--- config.mk ---
export PLATFORM = sky130hd
export DESIGN_NAME = json_string_unescaper_flat
export DESIGN_NICKNAME = d
export VERILOG_FILES = /design/src/hw/rtl/jsu_pkg.sv /design/src/hw/rtl/jsu_in_if.sv /design/src/hw/rtl/jsu_out_if.sv /design/src/hw/rtl/json_string_unescaper.sv /design/src/hw/rtl/jsu_decode.sv /design/src/hw/rtl/jsu_out_buf.sv /design/src/flat_wrapper.sv
export SDC_FILE = /design/constraint.sdc
export NUM_CORES = 1
export LEC_CHECK = 0
export ABC_AREA = 0
export BUFFER_PORTS_ARGS = -buffer_cell sky130_fd_sc_hd__buf_2
export CAP_MARGIN = 20
export CORE_MARGIN = 4
export CORE_UTILIZATION = 45
export CTS_BUF_LIST = sky130_fd_sc_hd__clkbuf_2
export DETAILED_ROUTE_END_ITERATION = 8
export PLACE_DENSITY = 0.63
export SLEW_MARGIN = 30
export SYNTH_ARGS = -nofsm -noshare
export SYNTH_HDL_FRONTEND = slang
export SYNTH_SLANG_ARGS = --single-unit
--- constraint.sdc ---
create_clock -name clk -period 10.3 [get_ports clk]
set_clock_uncertainty 0.15 [all_clocks]
set_input_delay 1.03 -clock clk [delete_from_list [all_inputs] [get_ports clk]]
set_output_delay 1.03 -clock clk [all_outputs]
set_load 0.005 [all_outputs]
--- src/hw/rtl/jsu_pkg.sv ---
// ----------------------------------------------------------------------------
// jsu_pkg: shared types, character codes and lookup functions
// Holds the result word layout, the status codes and the small decode tables
// used by the JSON string unescaper.
// ----------------------------------------------------------------------------
`default_nettype none

package jsu_pkg;

  // Most bytes one input word can produce (a three byte UTF-8 sequence).
  localparam int MaxBurst = 3;
  localparam int CountW   = $clog2(MaxBurst + 1);

  localparam logic [7:0] CH_BSL   = 8'h5C;
  localparam logic [7:0] CH_SLASH = 8'h2F;
  localparam logic [7:0] CH_QUOTE = 8'h22;
  localparam logic [7:0] CH_0     = 8'h30;
  localparam logic [7:0] CH_9     = 8'h39;
  localparam logic [7:0] CH_LA    = 8'h61;
  localparam logic [7:0] CH_LF    = 8'h66;
  localparam logic [7:0] CH_UA    = 8'h41;
  localparam logic [7:0] CH_UF    = 8'h46;
  localparam logic [7:0] CH_T     = 8'h74;
  localparam logic [7:0] CH_R     = 8'h72;
  localparam logic [7:0] CH_N     = 8'h6E;
  localparam logic [7:0] CH_B     = 8'h62;
  localparam logic [7:0] CH_F     = 8'h66;
  localparam logic [7:0] CH_U     = 8'h75;

  typedef enum logic [1:0] {
    ST_OK        = 2'd0,
    ST_BAD_ESC   = 2'd1,
    ST_SHORT_HEX = 2'd2,
    ST_BAD_HEX   = 2'd3
  } status_t;

  typedef struct packed {
    logic [7:0] data;
    logic       valid;
    status_t    status;
    logic       last;
  } res_t;

  typedef struct packed {
    logic [CountW-1:0]        count;
    res_t [MaxBurst-1:0]      item;
  } burst_t;

  // Returns {is_hex, value}.
  function automatic logic [4:0] hex_digit(input logic [7:0] c);
    logic [4:0] r;
    r = '0;
    if (c inside {[CH_0:CH_9]}) begin
      r = {1'b1, 4'(c - CH_0)};
    end else if (c inside {[CH_LA:CH_LF]}) begin
      r = {1'b1, 4'(c - CH_LA + 8'd10)};
    end else if (c inside {[CH_UA:CH_UF]}) begin
      r = {1'b1, 4'(c - CH_UA + 8'd10)};
    end
    return r;
  endfunction

  // Returns {is_simple_escape, decoded byte} for the letter after a backslash.
  function automatic logic [8:0] esc_byte(input logic [7:0] c);
    logic [8:0] r;
    case (c)
      CH_T:                       r = {1'b1, 8'h09};
      CH_R:                       r = {1'b1, 8'h0D};
      CH_N:                       r = {1'b1, 8'h0A};
      CH_B:                       r = {1'b1, 8'h08};
      CH_F:                       r = {1'b1, 8'h0C};
      CH_0:                       r = {1'b1, 8'h00};
      CH_BSL, CH_SLASH, CH_QUOTE: r = {1'b1, c};
      default:                    r = '0;
    endcase
    return r;
  endfunction

endpackage

`default_nettype wire

--- src/hw/rtl/jsu_in_if.sv ---
// ----------------------------------------------------------------------------
// jsu_in_if: escaped text input channel
// Valid/ready channel that carries one byte of escaped string text per word.
// ----------------------------------------------------------------------------
`default_nettype none

interface jsu_in_if;
  logic       valid;
  logic       ready;
  logic [7:0] in_byte;
  logic       in_last;

  modport source (output valid, output in_byte, output in_last, input ready);
  modport sink   (input valid, input in_byte, input in_last, output ready);
endinterface

`default_nettype wire

--- src/hw/rtl/jsu_out_if.sv ---
// ----------------------------------------------------------------------------
// jsu_out_if: decoded result channel
// Valid/ready channel that carries one decoded byte and its status per word.
// ----------------------------------------------------------------------------
`default_nettype none

interface jsu_out_if;
  logic       valid;
  logic       ready;
  logic [7:0] out_byte;
  logic       out_valid;
  logic [1:0] status;
  logic       out_last;

  modport source (output valid, output out_byte, output out_valid, output status,
                  output out_last, input ready);
  modport sink   (input valid, input out_byte, input out_valid, input status,
                  input out_last, output ready);
endinterface

`default_nettype wire

--- src/hw/rtl/json_string_unescaper.sv ---
// An accepted input word is held in the input register, then its results in the result register.
// Throughput: one input word per cycle while the output is not stalled; a \u
// escape that encodes to two or three UTF-8 bytes holds the input while the
// result register drains, one byte per cycle while the output is ready.
// Reset: synchronous, active high; clears the escape phase, the partial code
// point, the input register's valid flag and the result register's word count.
// ----------------------------------------------------------------------------
// json_string_unescaper: streaming JSON string escape decoder
// Takes escaped string text a byte at a time and gives the decoded bytes,
// with \u escapes re-encoded as UTF-8 and errors reported once per string.
// ----------------------------------------------------------------------------
`default_nettype none

module json_string_unescaper (
  input  logic      clk,
  input  logic      rst,
  jsu_in_if.sink    in_ch,
  jsu_out_if.source out_ch
);
  import jsu_pkg::*;

  // Input register. It is refilled in the same cycle it is consumed, so a
  // full stream goes through without bubbles.
  logic       hold_valid;
  logic [7:0] hold_byte;
  logic       hold_last;

  burst_t     burst;
  logic       can_load;
  logic       advance;
  logic       load;

  // The held word moves on when its results fit in the result register.
  // Words that only advance the escape state give no results and always
  // move on.
  assign advance     = hold_valid && ((burst.count == '0) || can_load);
  assign load        = advance && (burst.count != '0);
  assign in_ch.ready = !hold_valid || advance;

  always_ff @(posedge clk) begin
    if (rst) begin
      hold_valid <= 1'b0;
    end else if (in_ch.ready) begin
      hold_valid <= in_ch.valid;
    end
  end

  always_ff @(posedge clk) begin
    if (in_ch.valid && in_ch.ready) begin
      hold_byte <= in_ch.in_byte;
      hold_last <= in_ch.in_last;
    end
  end

  // Escape state machine and UTF-8 encoder between the two registers.
  jsu_decode u_decode (
    .clk       (clk),
    .rst       (rst),
    .item_byte (hold_byte),
    .item_last (hold_last),
    .advance   (advance),
    .burst     (burst)
  );

  // Result register; it drains a multi-byte burst one word per cycle while the receiver is ready.
  jsu_out_buf u_out_buf (
    .clk      (clk),
    .rst      (rst),
    .load     (load),
    .burst    (burst),
    .can_load (can_load),
    .o        (out_ch)
  );

`ifndef NO_ASSERTIONS
  // An error report never carries a decoded byte.
  a_err_no_data: assert property (@(posedge clk) disable iff (rst)
    out_ch.valid && (out_ch.status != ST_OK) |-> !out_ch.out_valid)
    else $error("error word carries a decoded byte");

  // A word without data is either an error report or the end marker of a
  // dropped string.
  a_empty_word: assert property (@(posedge clk) disable iff (rst)
    out_ch.valid && !out_ch.out_valid |-> (out_ch.status != ST_OK) || out_ch.out_last)
    else $error("empty result word that is neither error nor end marker");

  // Nothing is offered in the cycle after reset.
  a_reset_idle: assert property (@(posedge clk)
    $past(rst) |-> !out_ch.valid)
    else $error("result offered right after reset");

  // The result register never loads over words still waiting to be sent.
  a_no_overwrite: assert property (@(posedge clk) disable iff (rst)
    load |-> can_load)
    else $error("result register loaded while words still pending");
`endif

endmodule

`default_nettype wire

--- src/hw/rtl/jsu_decode.sv ---
// ----------------------------------------------------------------------------
// jsu_decode: escape state machine and UTF-8 encoder
// Turns the held input word into zero to three result words and keeps the
// escape phase and the partial code point.
// ----------------------------------------------------------------------------
`default_nettype none

module jsu_decode (
  input  logic             clk,
  input  logic             rst,
  input  logic [7:0]       item_byte,
  input  logic             item_last,
  input  logic             advance,
  output jsu_pkg::burst_t  burst
);
  import jsu_pkg::*;

  typedef enum logic [6:0] {
    PH_PLAIN = 7'b0000001,
    PH_ESC   = 7'b0000010,
    PH_HEX0  = 7'b0000100,
    PH_HEX1  = 7'b0001000,
    PH_HEX2  = 7'b0010000,
    PH_HEX3  = 7'b0100000,
    PH_DROP  = 7'b1000000
  } phase_t;

  phase_t      phase, phase_next;
  logic [11:0] cp, cp_next;
  logic [4:0]  hex;
  logic [8:0]  esc;
  logic [15:0] full_cp;
  logic        fail_en;
  status_t     fail_st;

  always_comb begin
    burst      = '0;
    phase_next = phase;
    cp_next    = cp;
    fail_en    = 1'b0;
    fail_st    = ST_OK;
    hex        = hex_digit(item_byte);
    esc        = esc_byte(item_byte);
    full_cp    = {cp, hex[3:0]};

    case (phase)
      PH_PLAIN: begin
        if (item_byte != CH_BSL) begin
          burst.count   = CountW'(1);
          burst.item[0] = '{data: item_byte, valid: 1'b1, status: ST_OK, last: item_last};
        end else if (item_last) begin
          fail_en = 1'b1;
          fail_st = ST_BAD_ESC;
        end else begin
          phase_next = PH_ESC;
        end
      end
      PH_ESC: begin
        if (esc[8]) begin
          burst.count   = CountW'(1);
          burst.item[0] = '{data: esc[7:0], valid: 1'b1, status: ST_OK, last: item_last};
          phase_next    = PH_PLAIN;
        end else if (item_byte == CH_U) begin
          if (item_last) begin
            fail_en = 1'b1;
            fail_st = ST_SHORT_HEX;
          end else begin
            phase_next = PH_HEX0;
            cp_next    = '0;
          end
        end else begin
          fail_en = 1'b1;
          fail_st = ST_BAD_ESC;
        end
      end
      PH_HEX0, PH_HEX1, PH_HEX2: begin
        if (item_last) begin
          fail_en = 1'b1;
          fail_st = ST_SHORT_HEX;
        end else if (!hex[4]) begin
          fail_en = 1'b1;
          fail_st = ST_BAD_HEX;
        end else begin
          cp_next = {cp[7:0], hex[3:0]};
          case (phase)
            PH_HEX0: phase_next = PH_HEX1;
            PH_HEX1: phase_next = PH_HEX2;
            default: phase_next = PH_HEX3;
          endcase
        end
      end
      PH_HEX3: begin
        if (!hex[4]) begin
          fail_en = 1'b1;
          fail_st = ST_BAD_HEX;
        end else begin
          phase_next = PH_PLAIN;
          cp_next    = '0;
          if (full_cp < 16'h0080) begin
            burst.count   = CountW'(1);
            burst.item[0] = '{data: full_cp[7:0], valid: 1'b1, status: ST_OK,
                              last: item_last};
          end else if (full_cp < 16'h0800) begin
            burst.count   = CountW'(2);
            burst.item[0] = '{data: {3'b110, full_cp[10:6]}, valid: 1'b1,
                              status: ST_OK, last: 1'b0};
            burst.item[1] = '{data: {2'b10, full_cp[5:0]}, valid: 1'b1,
                              status: ST_OK, last: item_last};
          end else begin
            burst.count   = CountW'(3);
            burst.item[0] = '{data: {4'b1110, full_cp[15:12]}, valid: 1'b1,
                              status: ST_OK, last: 1'b0};
            burst.item[1] = '{data: {2'b10, full_cp[11:6]}, valid: 1'b1,
                              status: ST_OK, last: 1'b0};
            burst.item[2] = '{data: {2'b10, full_cp[5:0]}, valid: 1'b1,
                              status: ST_OK, last: item_last};
          end
        end
      end
      default: begin
        // Dropping after an error: only the last byte gives a marker word.
        if (item_last) begin
          burst.count   = CountW'(1);
          burst.item[0] = '{data: 8'h00, valid: 1'b0, status: ST_OK, last: 1'b1};
          phase_next    = PH_PLAIN;
        end else begin
          phase_next = PH_DROP;
        end
      end
    endcase

    if (fail_en) begin
      burst.count   = CountW'(1);
      burst.item[0] = '{data: 8'h00, valid: 1'b0, status: fail_st, last: item_last};
      phase_next    = item_last ? PH_PLAIN : PH_DROP;
      cp_next       = '0;
    end
  end

  always_ff @(posedge clk) begin
    if (rst) begin
      phase <= PH_PLAIN;
      cp    <= '0;
    end else if (advance) begin
      phase <= phase_next;
      cp    <= cp_next;
    end
  end

endmodule

`default_nettype wire

--- src/hw/rtl/jsu_out_buf.sv ---
// ----------------------------------------------------------------------------
// jsu_out_buf: result register
// Holds the words of one decoded input word and sends them one per cycle while o.ready is high.
// ----------------------------------------------------------------------------
`default_nettype none

module jsu_out_buf (
  input  logic            clk,
  input  logic            rst,
  input  logic            load,
  input  jsu_pkg::burst_t burst,
  output logic            can_load,
  jsu_out_if.source       o
);
  import jsu_pkg::*;

  logic [CountW-1:0]   count;
  res_t [MaxBurst-1:0] slot;
  logic                pop;

  assign pop      = o.valid && o.ready;
  assign can_load = (count == '0) || ((count == CountW'(1)) && o.ready);

  always_ff @(posedge clk) begin
    if (rst) begin
      count <= '0;
    end else if (load) begin
      count <= burst.count;
    end else if (pop) begin
      count <= count - CountW'(1);
    end
  end

  always_ff @(posedge clk) begin
    if (load) begin
      slot <= burst.item;
    end else if (pop) begin
      for (int i = 0; i < MaxBurst - 1; i++) begin
        slot[i] <= slot[i+1];
      end
    end
  end

  assign o.valid     = (count != '0);
  assign o.out_byte  = slot[0].data;
  assign o.out_valid = slot[0].valid;
  assign o.status    = slot[0].status;
  assign o.out_last  = slot[0].last;

endmodule

`default_nettype wire

--- src/flat_wrapper.sv ---
// flat-port wrapper written by rule: the top's interface ports become plain ports
module json_string_unescaper_flat import jsu_pkg::*;
  (clk, rst, in_ch_valid, in_ch_in_byte, in_ch_in_last, in_ch_ready, out_ch_valid, out_ch_out_byte, out_ch_out_valid, out_ch_status, out_ch_out_last, out_ch_ready);
  jsu_in_if in_ch_i ();
  jsu_out_if out_ch_i ();
  input  logic clk;
  input  logic rst;
  input wire logic [$bits(in_ch_i.valid)-1:0] in_ch_valid;
  input wire logic [$bits(in_ch_i.in_byte)-1:0] in_ch_in_byte;
  input wire logic [$bits(in_ch_i.in_last)-1:0] in_ch_in_last;
  output wire logic [$bits(in_ch_i.ready)-1:0] in_ch_ready;
  output wire logic [$bits(out_ch_i.valid)-1:0] out_ch_valid;
  output wire logic [$bits(out_ch_i.out_byte)-1:0] out_ch_out_byte;
  output wire logic [$bits(out_ch_i.out_valid)-1:0] out_ch_out_valid;
  output wire logic [$bits(out_ch_i.status)-1:0] out_ch_status;
  output wire logic [$bits(out_ch_i.out_last)-1:0] out_ch_out_last;
  input wire logic [$bits(out_ch_i.ready)-1:0] out_ch_ready;
  assign in_ch_i.valid = in_ch_valid;
  assign in_ch_i.in_byte = in_ch_in_byte;
  assign in_ch_i.in_last = in_ch_in_last;
  assign in_ch_ready = in_ch_i.ready;
  assign out_ch_valid = out_ch_i.valid;
  assign out_ch_out_byte = out_ch_i.out_byte;
  assign out_ch_out_valid = out_ch_i.out_valid;
  assign out_ch_status = out_ch_i.status;
  assign out_ch_out_last = out_ch_i.out_last;
  assign out_ch_i.ready = out_ch_ready;
  json_string_unescaper u_core (.clk(clk), .rst(rst), .in_ch(in_ch_i), .out_ch(out_ch_i));
endmodule
Word-level counts from Yosys, hierarchy flattened --
Index checks and enable logic that the tools add are counted.
Storage, ports and cells: flip-flop bits (word level) 67, input bits 13, output and inout bits 14, logic and storage cells 147
Operators by class: $add $sub $neg 6, $lt $le $gt $ge 8, equality and inequality tests 28, multiplexer cells 60, bitwise gates (word level) 2, reduce and logical (&&, ||, !) cells 24
Operator list (count):
- $mux W12 | 13
- $mux W24 | 3
- $mux W7 | 10
- $pmux W9 S7 | 1
- $eq A8 B7 Y1 const B | 7
- $pmux W12 S4 | 1
- $mux W38 | 1
- $pmux W12 S3 | 1
- $pmux W7 S4 | 1
- $eq A8 B6 Y1 const B | 3
- $ne A3 B3 Y1 const B | 8
- $mux W22 | 1
- $mux W2 | 10
- $ge A8 B7 Y1 const B | 2
- $le A8 B7 Y1 const B | 2
- $lt A16 B12 Y1 const B | 1
- $lt A16 B8 Y1 const B | 1
- $pmux W2 S4 | 2
- $reduce_and A8 Y1 | 2
- $mux W5 | 3
- $pmux W6 S2 | 1
- $sub A4 B1 Y4 const B | 3
- $mux W1 | 11
- $reduce_or A3 Y1 | 3
- other kinds (22) | 37

Depth between registers and ports, before layout --
Gate-level depths: netlist of run 1.
word-level depth 16, gate-level depth with buffers 13, depth with buffers taken out 10

By module --
Synthesis of run 1 repeated with hierarchy kept, for this count alone.
Second synthesis, totals: cells, all modules 380, area, all modules 3973.8 um^2
Modules (own cells, without submodules):
- jsu_decode | times used 1, cells an instance 269, area each 1950.6 um^2
- jsu_out_buf | times used 1, cells an instance 92, area each 1679.1 um^2
- json_string_unescaper | times used 1, cells an instance 19, area each 344.1 um^2

Least setup slack after synthesis of run 1 --
No wires, ideal clock.
path kind register to output, start point register u_core.hold_byte[0], end point output port in_ch_ready, data arrival time 2555 ps, data required time 9120 ps, setup slack 6565 ps, stages on the path, launching flop included 11, buffers on the path 1, path through edfxtp_1 > inv_1 > ha_1 > or3b_1 > a2111oi_4 > nor2_2 > a41oi_2 > nand4_2 > buf_6 > or3_1 > nand3_1
Between the ends: word-level cells in the longest chain between the ends 15, elaborated cells between the ends (all ways) 49, those cells by class add/sub: 5; order compare: 8; eq/ne: 11; mux: 17; reduce/logical: 8
Ends and longest elaborated chain:
- start: declaration | line json_string_unescaper.sv:25 | logic [7:0] hold_byte;
- start signal: assignment | line json_string_unescaper.sv:50 | hold_byte <= in_ch.in_byte;
- $sub A4 B1 Y4, or another cell as far along | line jsu_pkg.sv:56, jsu_pkg.sv:58
- $add A4 B4 Y4 or $logic_and A1 B1 Y1 (tied branches) | line jsu_pkg.sv:56, jsu_pkg.sv:58, jsu_pkg.sv:57
- $mux W5 | line jsu_pkg.sv:57 | end else if (c inside {[CH_UA:CH_UF]}) begin
- $mux W5 | line jsu_pkg.sv:55 | end else if (c inside {[CH_LA:CH_LF]}) begin
- $mux W5 | line jsu_pkg.sv:53 | if (c inside {[CH_0:CH_9]}) begin
- $lt A16 B12 Y1 | line jsu_decode.sv:103 | end else if (full_cp < 16'h0800) begin
- $mux W1 | line jsu_decode.sv:103
- $mux W2 | line jsu_decode.sv:99 | if (full_cp < 16'h0080) begin
- $mux W38 | line jsu_decode.sv:93 | if (!hex[4]) begin
- $pmux W2 S4 | line jsu_decode.sv:46 | case (phase)
- $mux W2 (*) | line jsu_decode.sv:132 | if (fail_en) begin
- $logic_not A2 Y1 (*) | line json_string_unescaper.sv:36 | assign advance = hold_valid && ((burst.count == '0) || can_load);
- $logic_or A1 B1 Y1 (*) | line json_string_unescaper.sv:36
- $logic_and A1 B1 Y1 (*) | line json_string_unescaper.sv:36
- $logic_or A1 B1 Y1 (*) | line json_string_unescaper.sv:38 | assign in_ch.ready = !hold_valid || advance;
- end: declaration | line flat_wrapper.sv:11 | output wire logic [$bits(in_ch_i.ready)-1:0] in_ch_ready;
Mark *: on every way between the ends. The rest lies on a longest branch, timed or not.

Worst setup path after layout of run 1 --
Ends and elaborated chain as after synthesis.

==> impl_metrics.ini, run 1 <==
[routing]
drt-pass1-iter-count = 6
vias_per_cell = 5.81
num_vias = 2770
wire_per_inst_um = 16.6
drt-initial-drc-count = 238
ant_nets = 0
drt-total-wl_mm = 7.91
drc = 0

[timing]
fin_ws_ns = 5.56
period_minus_slack_ns = 4.74
maxSlewViolCount = 0
final_hold_viol_count = 0
finalSetupViolations = 0
max_freq_ghz = 0.211
setup_tns_ns = 0
worstMarginPinSlew_ns = 0.900
slew_headroom_pct = 39.8
rsz0062_at_grt = no
finalCritPeriodShare_pct = 46.1
timing.hold.ws_ns = 0.391

[place]
routabilityCongestion = 0.870
hpwl_mm = 5.76
io_buffers = 26
pre_cts_slack_ns = 6.13

[synth]
synthCells = 365
seq_area_frac_synth_pct = 45.2
synth_area_leaders = edfxtp_1 (32%), dfxtp_1 (13%), nand2_1 (4.3%)
yosysMostFrequentCell = nand2_1
syn_nets = 384
yosys.area.top_type_share_pct = 32.3
netlist_area_um2 = 3430
synth.top_cells.by_count = nand2_1 (39), edfxtp_1 (37), nor2_1 (37), o21ai_0 (26), dfxtp_1 (22)
ys_ff_latch = 59
synthArstFlopShare_pct = 0
ys_warn_count = 0
synth_edf_count = 37
synth_cell_types = 63
syn_area_per_cell_um2 = 9.41
yosys.area.top_type = edfxtp_1
synth_ff_type = edfxtp_1

[clock_network]
cts_tree = yes
cts_buffers = 9
cts_resized = 0
htree_levels = 3
clock_latency_ns = 0.51
cts_hold_buffers = 0
cts_buffer_depth = 2
clk_pin_slew_ns = 0.16
cts_sinks = 59
cts_root_buf = clkbuf_2
postCtsSetupBuffers = 0

[cells_and_area]
area_delta_synth_final_pct = 6.56
seq_area_um2 = 1550
final_layout_size_suffix_gt1_share_pct = 15.6
fill_cells = 688
n_antenna_cell = 0
final_util_pct = 49.9
final_nets = 392
multi_input_area_um2 = 1670

[critical_path]
crit_slowest_cell = edfxtp_1
worstPathRequired_ns = 9.12
reg2regPathDepth = 9
end_kind = output port
cpPeakStageDelay_ns = 0.54
cp.arrival_ns = 3.56
crit_type = register to output port
crit_path_cell_trace = inv_1, ha_1, or3b_1, a2111oi_4, nor2_2, a41oi_2, nand4_2, or3_1, nand3_1, buf_2
timing.rr.start = u_core.hold_byte[0]
cp-start-kind = register
r2r-end = u_core.u_out_buf.o.status[1]
crit_path_max_fanout = 11
r2r_slack_ns = 6.09

[global_route]
grt_pass1_wl_mm = 12.8
antenna_found_initial = 0
track_usage_pct = 18.5
grt_pass1_vias = 2525
grt_max_degree = 23
grt_overflow_total = 0

[flow_run]
cap_violations = 0

[die]
die_w_um = 95.4
die-height_um = 95.4
rows = 31
start_util_pct = 46.9
core_area_um2 = 7330
pin_count = 27
die-area_um2 = 9090

[hold_path]
whs_endpoint = u_core.u_decode.phase[6]
min_path_cells = 2
hold_start = u_core.u_decode.phase[6]
worst_hold_path_type = register to register

[power_and_ir_drop]
ir_drop_mv = 0.0599
p_leak_nw = 1.41
power_density_nw_per_um2 = 142

[outcome]
outcome = complete, no violations
-- logic make-up (layout without fill, tap and decap cells) --
family | count (synthesis) | after routing | synth area share (%)
AND/OR/NAND/NOR | 144 | 144 | 21.6
AO/OA/AOI/OAI | 106 | 106 | 22.8
flip-flops | 59 | 59 | 45.2
buffers and inverters | 43 | 56 | 6.41
adder cells (fa/ha/maj) | 6 | 6 | 2.19
XOR/XNOR | 5 | 5 | 1.27
multiplexers | 2 | 2 | 0.583
-- worst max path at each step --
stage	startpoint	endpoint
6_report	u_core.hold_byte[0]	in_ch_ready
5_1_grt	u_core.hold_byte[0]	in_ch_ready
4_1_cts	u_core.hold_byte[0]	in_ch_ready
3_5_place_dp	u_core.hold_byte[0]	u_core.u_out_buf.slot[21]
3_3_place_gp	u_core.hold_byte[0]	u_core.u_out_buf.slot[32]
2_1_floorplan	u_core.hold_byte[0]	in_ch_ready
-- layer usage --
metal | vias up | GRT usage (%) | routed length [um]
met3 | 18 | 4.50 | 495
met2 | 93 | 26.1 | 3450
met5 | - | 0 | 0
met1 | 1289 | 26.5 | 3800
li1 | 1370 | - | -
met4 | 0 | 8.41 | 164
-- registers in the layout (all words and copies together) (netlist names), 2 cells and up --
register,flops
u_core.u_decode.cp,12
u_core.hold_byte,8
u_core.u_decode.phase,7
u_core.u_out_buf.slot,16
u_core.u_out_buf.count,2
u_core.u_out_buf.o.out_byte,8
u_core.u_out_buf.o.status,2
-- stage by stage --
step                      power, mW  std cells  area, um^2
after detailed placement      0.379        461        3540
after global routing          0.547        477        3660
after CTS                     0.524        477        3650
final                         0.520        477        3660
after global placement        0.377        460        3520
after floorplan               0.361        365        3430
-- final cells by class --
| cell class | instances | share of cell area [%] |
|---|---|---|
| multi-input cells | 263 | 45.7 |
| clock inverters | 7 | 1.88 |
| clock buffers | 9 | 1.23 |
| flip-flops and latches | 59 | 42.4 |
| repair buffers | 29 | 4.27 |
| inverters | 11 | 1.13 |
| well taps | 99 | 3.38 |
-- power breakdown --
| group | total (mW) | internal, mW | switching, mW |
|---|---|---|---|
| clock | 0.146 | 0.0551 | 0.0912 |
| combinational | 0.0784 | 0.0284 | 0.0499 |
| sequential | 0.295 | 0.283 | 0.0121 |
| total | 0.520 | 0.367 | 0.153 |
-- placed cells by master, fill, tap and decap left out, types with 8 or more instances in the layout --
cell type,count
o31ai_1,9
dfxtp_1,22
o21ai_0,26
edfxtp_1,37
nand2_1,39
buf_2,26
nor2b_1,11
clkbuf_2,9
nor2_1,37
inv_1,11
nor3_1,8
nand3_1,11
a21oi_1,19
a22o_1,10
-- critical path: cells and delay by family, from the launching register on --
| kind | cells | cell delay [ns] |
|---|---|---|
| DFF | 1 | 0.54 |
| AOI/OAI and AO/OA | 2 | 0.58 |
| adders and majority gates | 1 | 0.22 |
| and+or+nand+nor | 5 | 1.45 |
| buffers and inverters | 2 | 0.27 |
Power figures use the tool's default switching activity.
==> inputs of run 2 (changes only) <==
==> constraint.sdc (replaced) <==
create_clock -name clk -period 4.9 [get_ports clk]
set_clock_uncertainty 0.15 [all_clocks]
set_input_delay 0.49 -clock clk [delete_from_list [all_inputs] [get_ports clk]]
set_output_delay 0.49 -clock clk [all_outputs]
set_load 0.005 [all_outputs]
==> run 2 against run 1 <==
Compared with the run above: design area up 2.3%; combinational power up 120%; worst hold slack worse by 0.33 ns; sequential share of layout area down 0.95 points; register-to-register slack worse by 5.1 ns; routed wire length down 3.3%; count of clock-buffer cells in the layout up 2; sequential power up 110%; core utilization up 1.1 points; power up 110%; flip-flop and latch count unchanged; critical endpoint unchanged; largest power group unchanged; highest routed layer unchanged.
==> impl_metrics.ini, run 2 (synthesis gave the netlist of run 1 again) <==
[cells_and_area]
final_layout_size_suffix_gt1_share_pct = 15.5
final_common_cell = nand2_1
multi_input_area_um2 = 1670
fill_cells = 697
area_delta_synth_final_pct = 9.00
largest-register = u_core.u_out_buf.slot
final_nets = 402
reg.largest.list = u_core.u_out_buf.slot (16), u_core.u_decode.cp (12)
seq_area_um2 = 1550
largest_register_ffs = 16
layout_common_cells = nand2_1 (39), nor2_1 (37), edfxtp_1 (37)
n_antenna_cell = 0
finalInstanceArea_um2 = 3740

[routing]
drc = 0
ant_nets = 0
wire_per_inst_um = 15.7
drt-initial-drc-count = 279
num_vias = 2817
drt-pass1-iter-count = 5
vias_per_cell = 5.78
drt-total-wl_mm = 7.65

[hold_path]
worst_hold_path_type = primary input to register

[clock_network]
cts_buffers = 9
clk_pin_slew_ns = 0.17
clock_latency_ns = 0.50
cts_buffer_depth = 2
htree_levels = 3
cts_root_buf = clkbuf_2
cts_sinks = 59
cts_tree = yes

[die]
core_area_um2 = 7330
die_w_um = 95.4
pin_count = 27
start_util_pct = 46.9
rows = 31
die-area_um2 = 9090
die-height_um = 95.4

[global_route]
grt_pass1_wl_mm = 13.0
antenna_found_initial = 0
track_usage_pct = 18.7
grt_overflow_total = 0
grt_max_degree = 23
grt_pass1_vias = 2652

[place]
routabilityCongestion = 0.867
hpwl_mm = 5.63
dpl_cell_area_um2 = 3540
io_buffers = 26

[power_and_ir_drop]
clock_power_share_pct = 27.9
power_mw = 1.10
switching_share_pct = 28.9
combPwrFrac_pct = 15.6
p_int_mw = 0.781
power.share.sequential_pct = 56.4
power_density_nw_per_um2 = 293
p_leak_nw = 1.46
power.net_switching_mw = 0.317
ir_drop_mv = 0.121

[critical_path]
crit_type = register to output port
end_kind = output port
cp-start-kind = register
worstPathRequired_ns = 4.26
cp.arrival_ns = 3.49
crit_path_max_fanout = 11

[timing]
rsz0062_at_grt = no
worstMarginPinSlew_ns = 0.933
max_freq_ghz = 0.242
maxSlewViolCount = 0
setup_tns_ns = 0
final_hold_viol_count = 0
slew_headroom_pct = 37.8
period_minus_slack_ns = 4.13
finalSetupViolations = 0
finalCritPeriodShare_pct = 84.3

[flow_run]
cap_violations = 0

[outcome]
outcome = complete, no violations
run 2: cell types whose count changed in the layout (fill, tap and decap cells not counted), sizes merged:
cell	previous run	this run
clkinvlp	1	0
buf	29	30
clkinv	5	2
clkbuf	9	11
dlygate4sd3	0	9
inv	11	13
run 2: layer usage:
layer / part of all wire, % / GRT usage (%) / up-vias
met5: 0 / 0 / -
met4: 1.6 / 7.93 / 0
met3: 6.4 / 4.03 / 8
met2: 46 / 27.7 / 104
met1: 46 / 26.3 / 1308
li1: - / - / 1397
run 2: layout make-up:
class                      count  area share, %
inverter                      11           1.10
tap                           99           3.31
timing repair buffer          39           6.68
clock inverter                 5           1.40
multi-input combinational    263           44.6
sequential                    59           41.4
clock buffer                  11           1.47
run 2: worst max-delay path, cell delays in order (launching register included):
cell and delay (ns):
edfxtp_1 0.53, inv_1 0.15, ha_1 0.21, or3b_1 0.41, a2111oi_4 0.34, nor2_2 0.11
a41oi_2 0.23, nand4_2 0.32, or3_1 0.46, nand3_1 0.11, buf_2 0.13
run 2: final timing paths:
kind | depth (start not counted) | slack (ns) | from | end
min | 3 | 0.06 | in_ch_valid | u_core.hold_valid
min reg2reg | 2 | 0.37 | u_core.u_decode.phase[6] | u_core.u_decode.phase[6]
max | 10 | 0.77 | u_core.hold_byte[0] | in_ch_ready
max reg2reg | 10 | 1.03 | u_core.hold_byte[0] | u_core.u_decode.cp[9]
run 2: power by group through the flow:
stage / Sequential [mW] / Clock [mW] / Combinational (mW)
floorplan: 0.622 / 0 / 0.138
global placement: 0.630 / 0 / 0.163
detailed placement: 0.631 / 0 / 0.167
CTS: 0.620 / 0.316 / 0.174
global route: 0.626 / 0.342 / 0.197
finish: 0.620 / 0.307 / 0.172
run 2: through the flow:
stage,setup slack [ns],util [%],std cells,hold WS [ns]
3_5_place_dp,1.07,48.3,462,0.347
4_1_cts,0.729,51.0,487,0.0266
2_1_floorplan,1.33,-,365,0.317
5_1_grt,0.436,51.1,487,0.0176
3_3_place_gp,1.17,48.3,462,0.340
6_report,0.768,51.1,487,0.0622
run 2: what timing repair did:
| action | CTS | global route |
|---|---|---|
| endpoints found under the hold margin | 9 | 0 |
| resized for setup | 0 | 0 |
| hold buffers | 9 | 0 |
| endpoints found under the setup margin | 0 | 0 |
| buffers inserted | 0 | 0 |
==> inputs of run 3 (changes only) <==
==> constraint.sdc (replaced) <==
create_clock -name clk -period 4.25 [get_ports clk]
set_clock_uncertainty 0.15 [all_clocks]
set_input_delay 0.425 -clock clk [delete_from_list [all_inputs] [get_ports clk]]
set_output_delay 0.425 -clock clk [all_outputs]
set_load 0.005 [all_outputs]
==> run 3 against run 2 <==
Compared with the run above: routed wire length rose by 1.9%; clock power rose by 10%; worst setup slack got worse by 0.55 ns; sequential power is 15% higher; first-iteration DRC count is 29% lower; global-route usage down 0.23 points; critical endpoint unchanged; flip-flop and latch count is the same; final cell count rose by 0.82%; worst hold slack better by 0.10 ns; design area rose by 1.2%; core utilization is 0.61 points higher; sequential share of layout area shrank 0.49 points.
==> impl_metrics.ini, run 3 (synthesis gave the netlist of run 1 again) <==
[hold_path]
min_path_cells = 2
whs_endpoint = u_core.u_decode.phase[6]
worst_hold_path_type = primary input to register
hold_start = rst

[cells_and_area]
reg.largest.list = u_core.u_out_buf.slot (16), u_core.u_decode.cp (12)
final_nets = 406
area_delta_synth_final_pct = 10.3
final_common_cell = nand2_1
seq_area_um2 = 1550
final_cell_count_no_fill = 491
final_layout_size_suffix_gt1_share_pct = 16.3
n_antenna_cell = 0
largest_register_ffs = 16
layout_common_cells = nand2_1 (39), nor2_1 (37), edfxtp_1 (37)
largest-register = u_core.u_out_buf.slot
multi_input_area_um2 = 1680
fill_cells = 701

[timing]
finalSetupViolations = 0
maxSlewViolCount = 0
slew_headroom_pct = 39.1
worstMarginPinSlew_ns = 0.905
period_minus_slack_ns = 4.03
max_freq_ghz = 0.248
final_hold_viol_count = 0
finalCritPeriodShare_pct = 94.9

[global_route]
grt_pass1_vias = 2562
grt_overflow_total = 0
grt_max_degree = 37
antenna_found_initial = 0
grt_pass1_wl_mm = 12.8
track_usage_pct = 18.5

[clock_network]
cts_buffers = 9
clock_latency_ns = 0.50
cts_root_buf = clkbuf_2
cts_sinks = 59
htree_levels = 3
cts_tree = yes
clk_pin_slew_ns = 0.18
cts_buffer_depth = 2

[critical_path]
cp.arrival_ns = 3.46
worstPathRequired_ns = 3.67
cp_top_family = simple AND/OR/NAND/NOR gates
r2r_slack_ns = 0.41
reg2regPathDepth = 10
timing.rr.start = u_core.hold_byte[0]
cp-start-kind = register
crit_path_cell_trace = inv_1, ha_1, or3b_1, a2111oi_4, nor2_2, a41oi_2, nand4_4, or3_1, nand3_1, buf_2
r2r-end = u_core.u_decode.phase[4]
cpPeakStageDelay_ns = 0.53
crit_type = register to output port
end_kind = output port
crit_slowest_cell = edfxtp_1
cp.buffers_inverters = 2
crit_path_max_fanout = 11

[place]
routabilityCongestion = 0.923
hpwl_mm = 5.72
dp_cells = 463
io_buffers = 26

[routing]
vias_per_cell = 5.88
num_vias = 2885
ant_nets = 0
drc = 0
drt-initial-drc-count = 197
drt-total-wl_mm = 7.80
wire_per_inst_um = 15.9
drt-pass1-iter-count = 5

[power_and_ir_drop]
ir_drop_mv = 0.132
p_int_mw = 0.896
clock_power_share_pct = 27.1
power_density_nw_per_um2 = 331
combPwrFrac_pct = 16.1
power.share.sequential_pct = 56.9
power.net_switching_mw = 0.359
switching_share_pct = 28.6
p_leak_nw = 1.47
power_mw = 1.25

[outcome]
outcome = complete, no violations

[die]
die-area_um2 = 9090
rows = 31
pin_count = 27
start_util_pct = 46.9
die-height_um = 95.4
die_w_um = 95.4
core_area_um2 = 7330

[flow_run]
cap_violations = 0
==> run 3: cell types whose count changed in the layout (fill, tap and decap cells not counted), moves of 2 or more <==
cell | before | now
a21oi_2 | 0 | 2
inv_4 | 2 | 0
buf_4 | 4 | 7
a21oi_1 | 20 | 18
==> run 3: layout make-up <==
class | instances | area share (%)
timing repair buffer | 43 | 7.46
clock inverter | 6 | 1.49
clock buffer | 10 | 1.32
sequential | 59 | 41.0
tap | 99 | 3.27
inverter | 11 | 1.09
multi-input combinational | 263 | 44.4
==> run 3: power by group through the flow <==
stage | logic [mW] | clock network (mW) | registers (mW)
finish | 0.201 | 0.339 | 0.714
CTS | 0.201 | 0.350 | 0.714
global route | 0.231 | 0.382 | 0.720
detailed placement | 0.193 | 0 | 0.727
global placement | 0.190 | 0 | 0.725
floorplan | 0.159 | 0 | 0.717
==> run 3: per-layer routing <==
layer  track usage [%]  share of wire (%)  vias to the layer above  wire length (um)
li1                  -                  -                     1401                 -
met1              24.7                 46                     1351              3560
met2              27.3                 45                      116              3520
met3              5.76                7.3                       17               572
met4              8.29                2.0                        0               153
met5                 0                  0                        -                 0
==> run 3: how the worst max path moves through the flow <==
stage	start	to	slack (ns)	depth (start not counted)
after floorplan	u_core.hold_byte[0]	u_core.u_out_buf.o.out_byte[0]	0.68	10
after global placement	u_core.hold_byte[0]	u_core.u_decode.phase[4]	0.53	10
after detailed placement	u_core.hold_byte[0]	u_core.u_decode.cp[4]	0.35	10
after CTS	u_core.hold_byte[0]	in_ch_ready	0.11	10
after global routing	u_core.hold_byte[0]	in_ch_ready	-0.003	10
final	u_core.hold_byte[0]	in_ch_ready	0.22	10
==> run 3: worst register-to-register path: cells and delay by family (launching register included) <==
family,cells,cell delay [ns]
buffers and inverters,1,0.16
adders and majority gates,1,0.23
AOI/OAI and AO/OA,4,1.65
and+or+nand+nor,4,1.04
DFF,1,0.53
==> run 3: through the flow <==
stage               worst slack, ns  hold WS, ns  cell area, um^2  util [%]  setup TNS [ns]
finish                        0.217        0.165             3790      51.7               0
global route               -0.00273        0.105             3790      51.7        -0.00273
CTS                           0.108        0.122             3750      51.2               0
detailed placement            0.354        0.354             3550      48.4               0
global placement              0.532        0.347             3550      48.4               0
floorplan                     0.679        0.317             3430         -               0
==> run 3: repair_timing <==
action	4_1_cts	5_1_grt
gates resized for setup	0	3
hold buffers	10	0
hold endpoints to repair	10	0
endpoints found under the setup margin	0	1
setup buffers	0	2
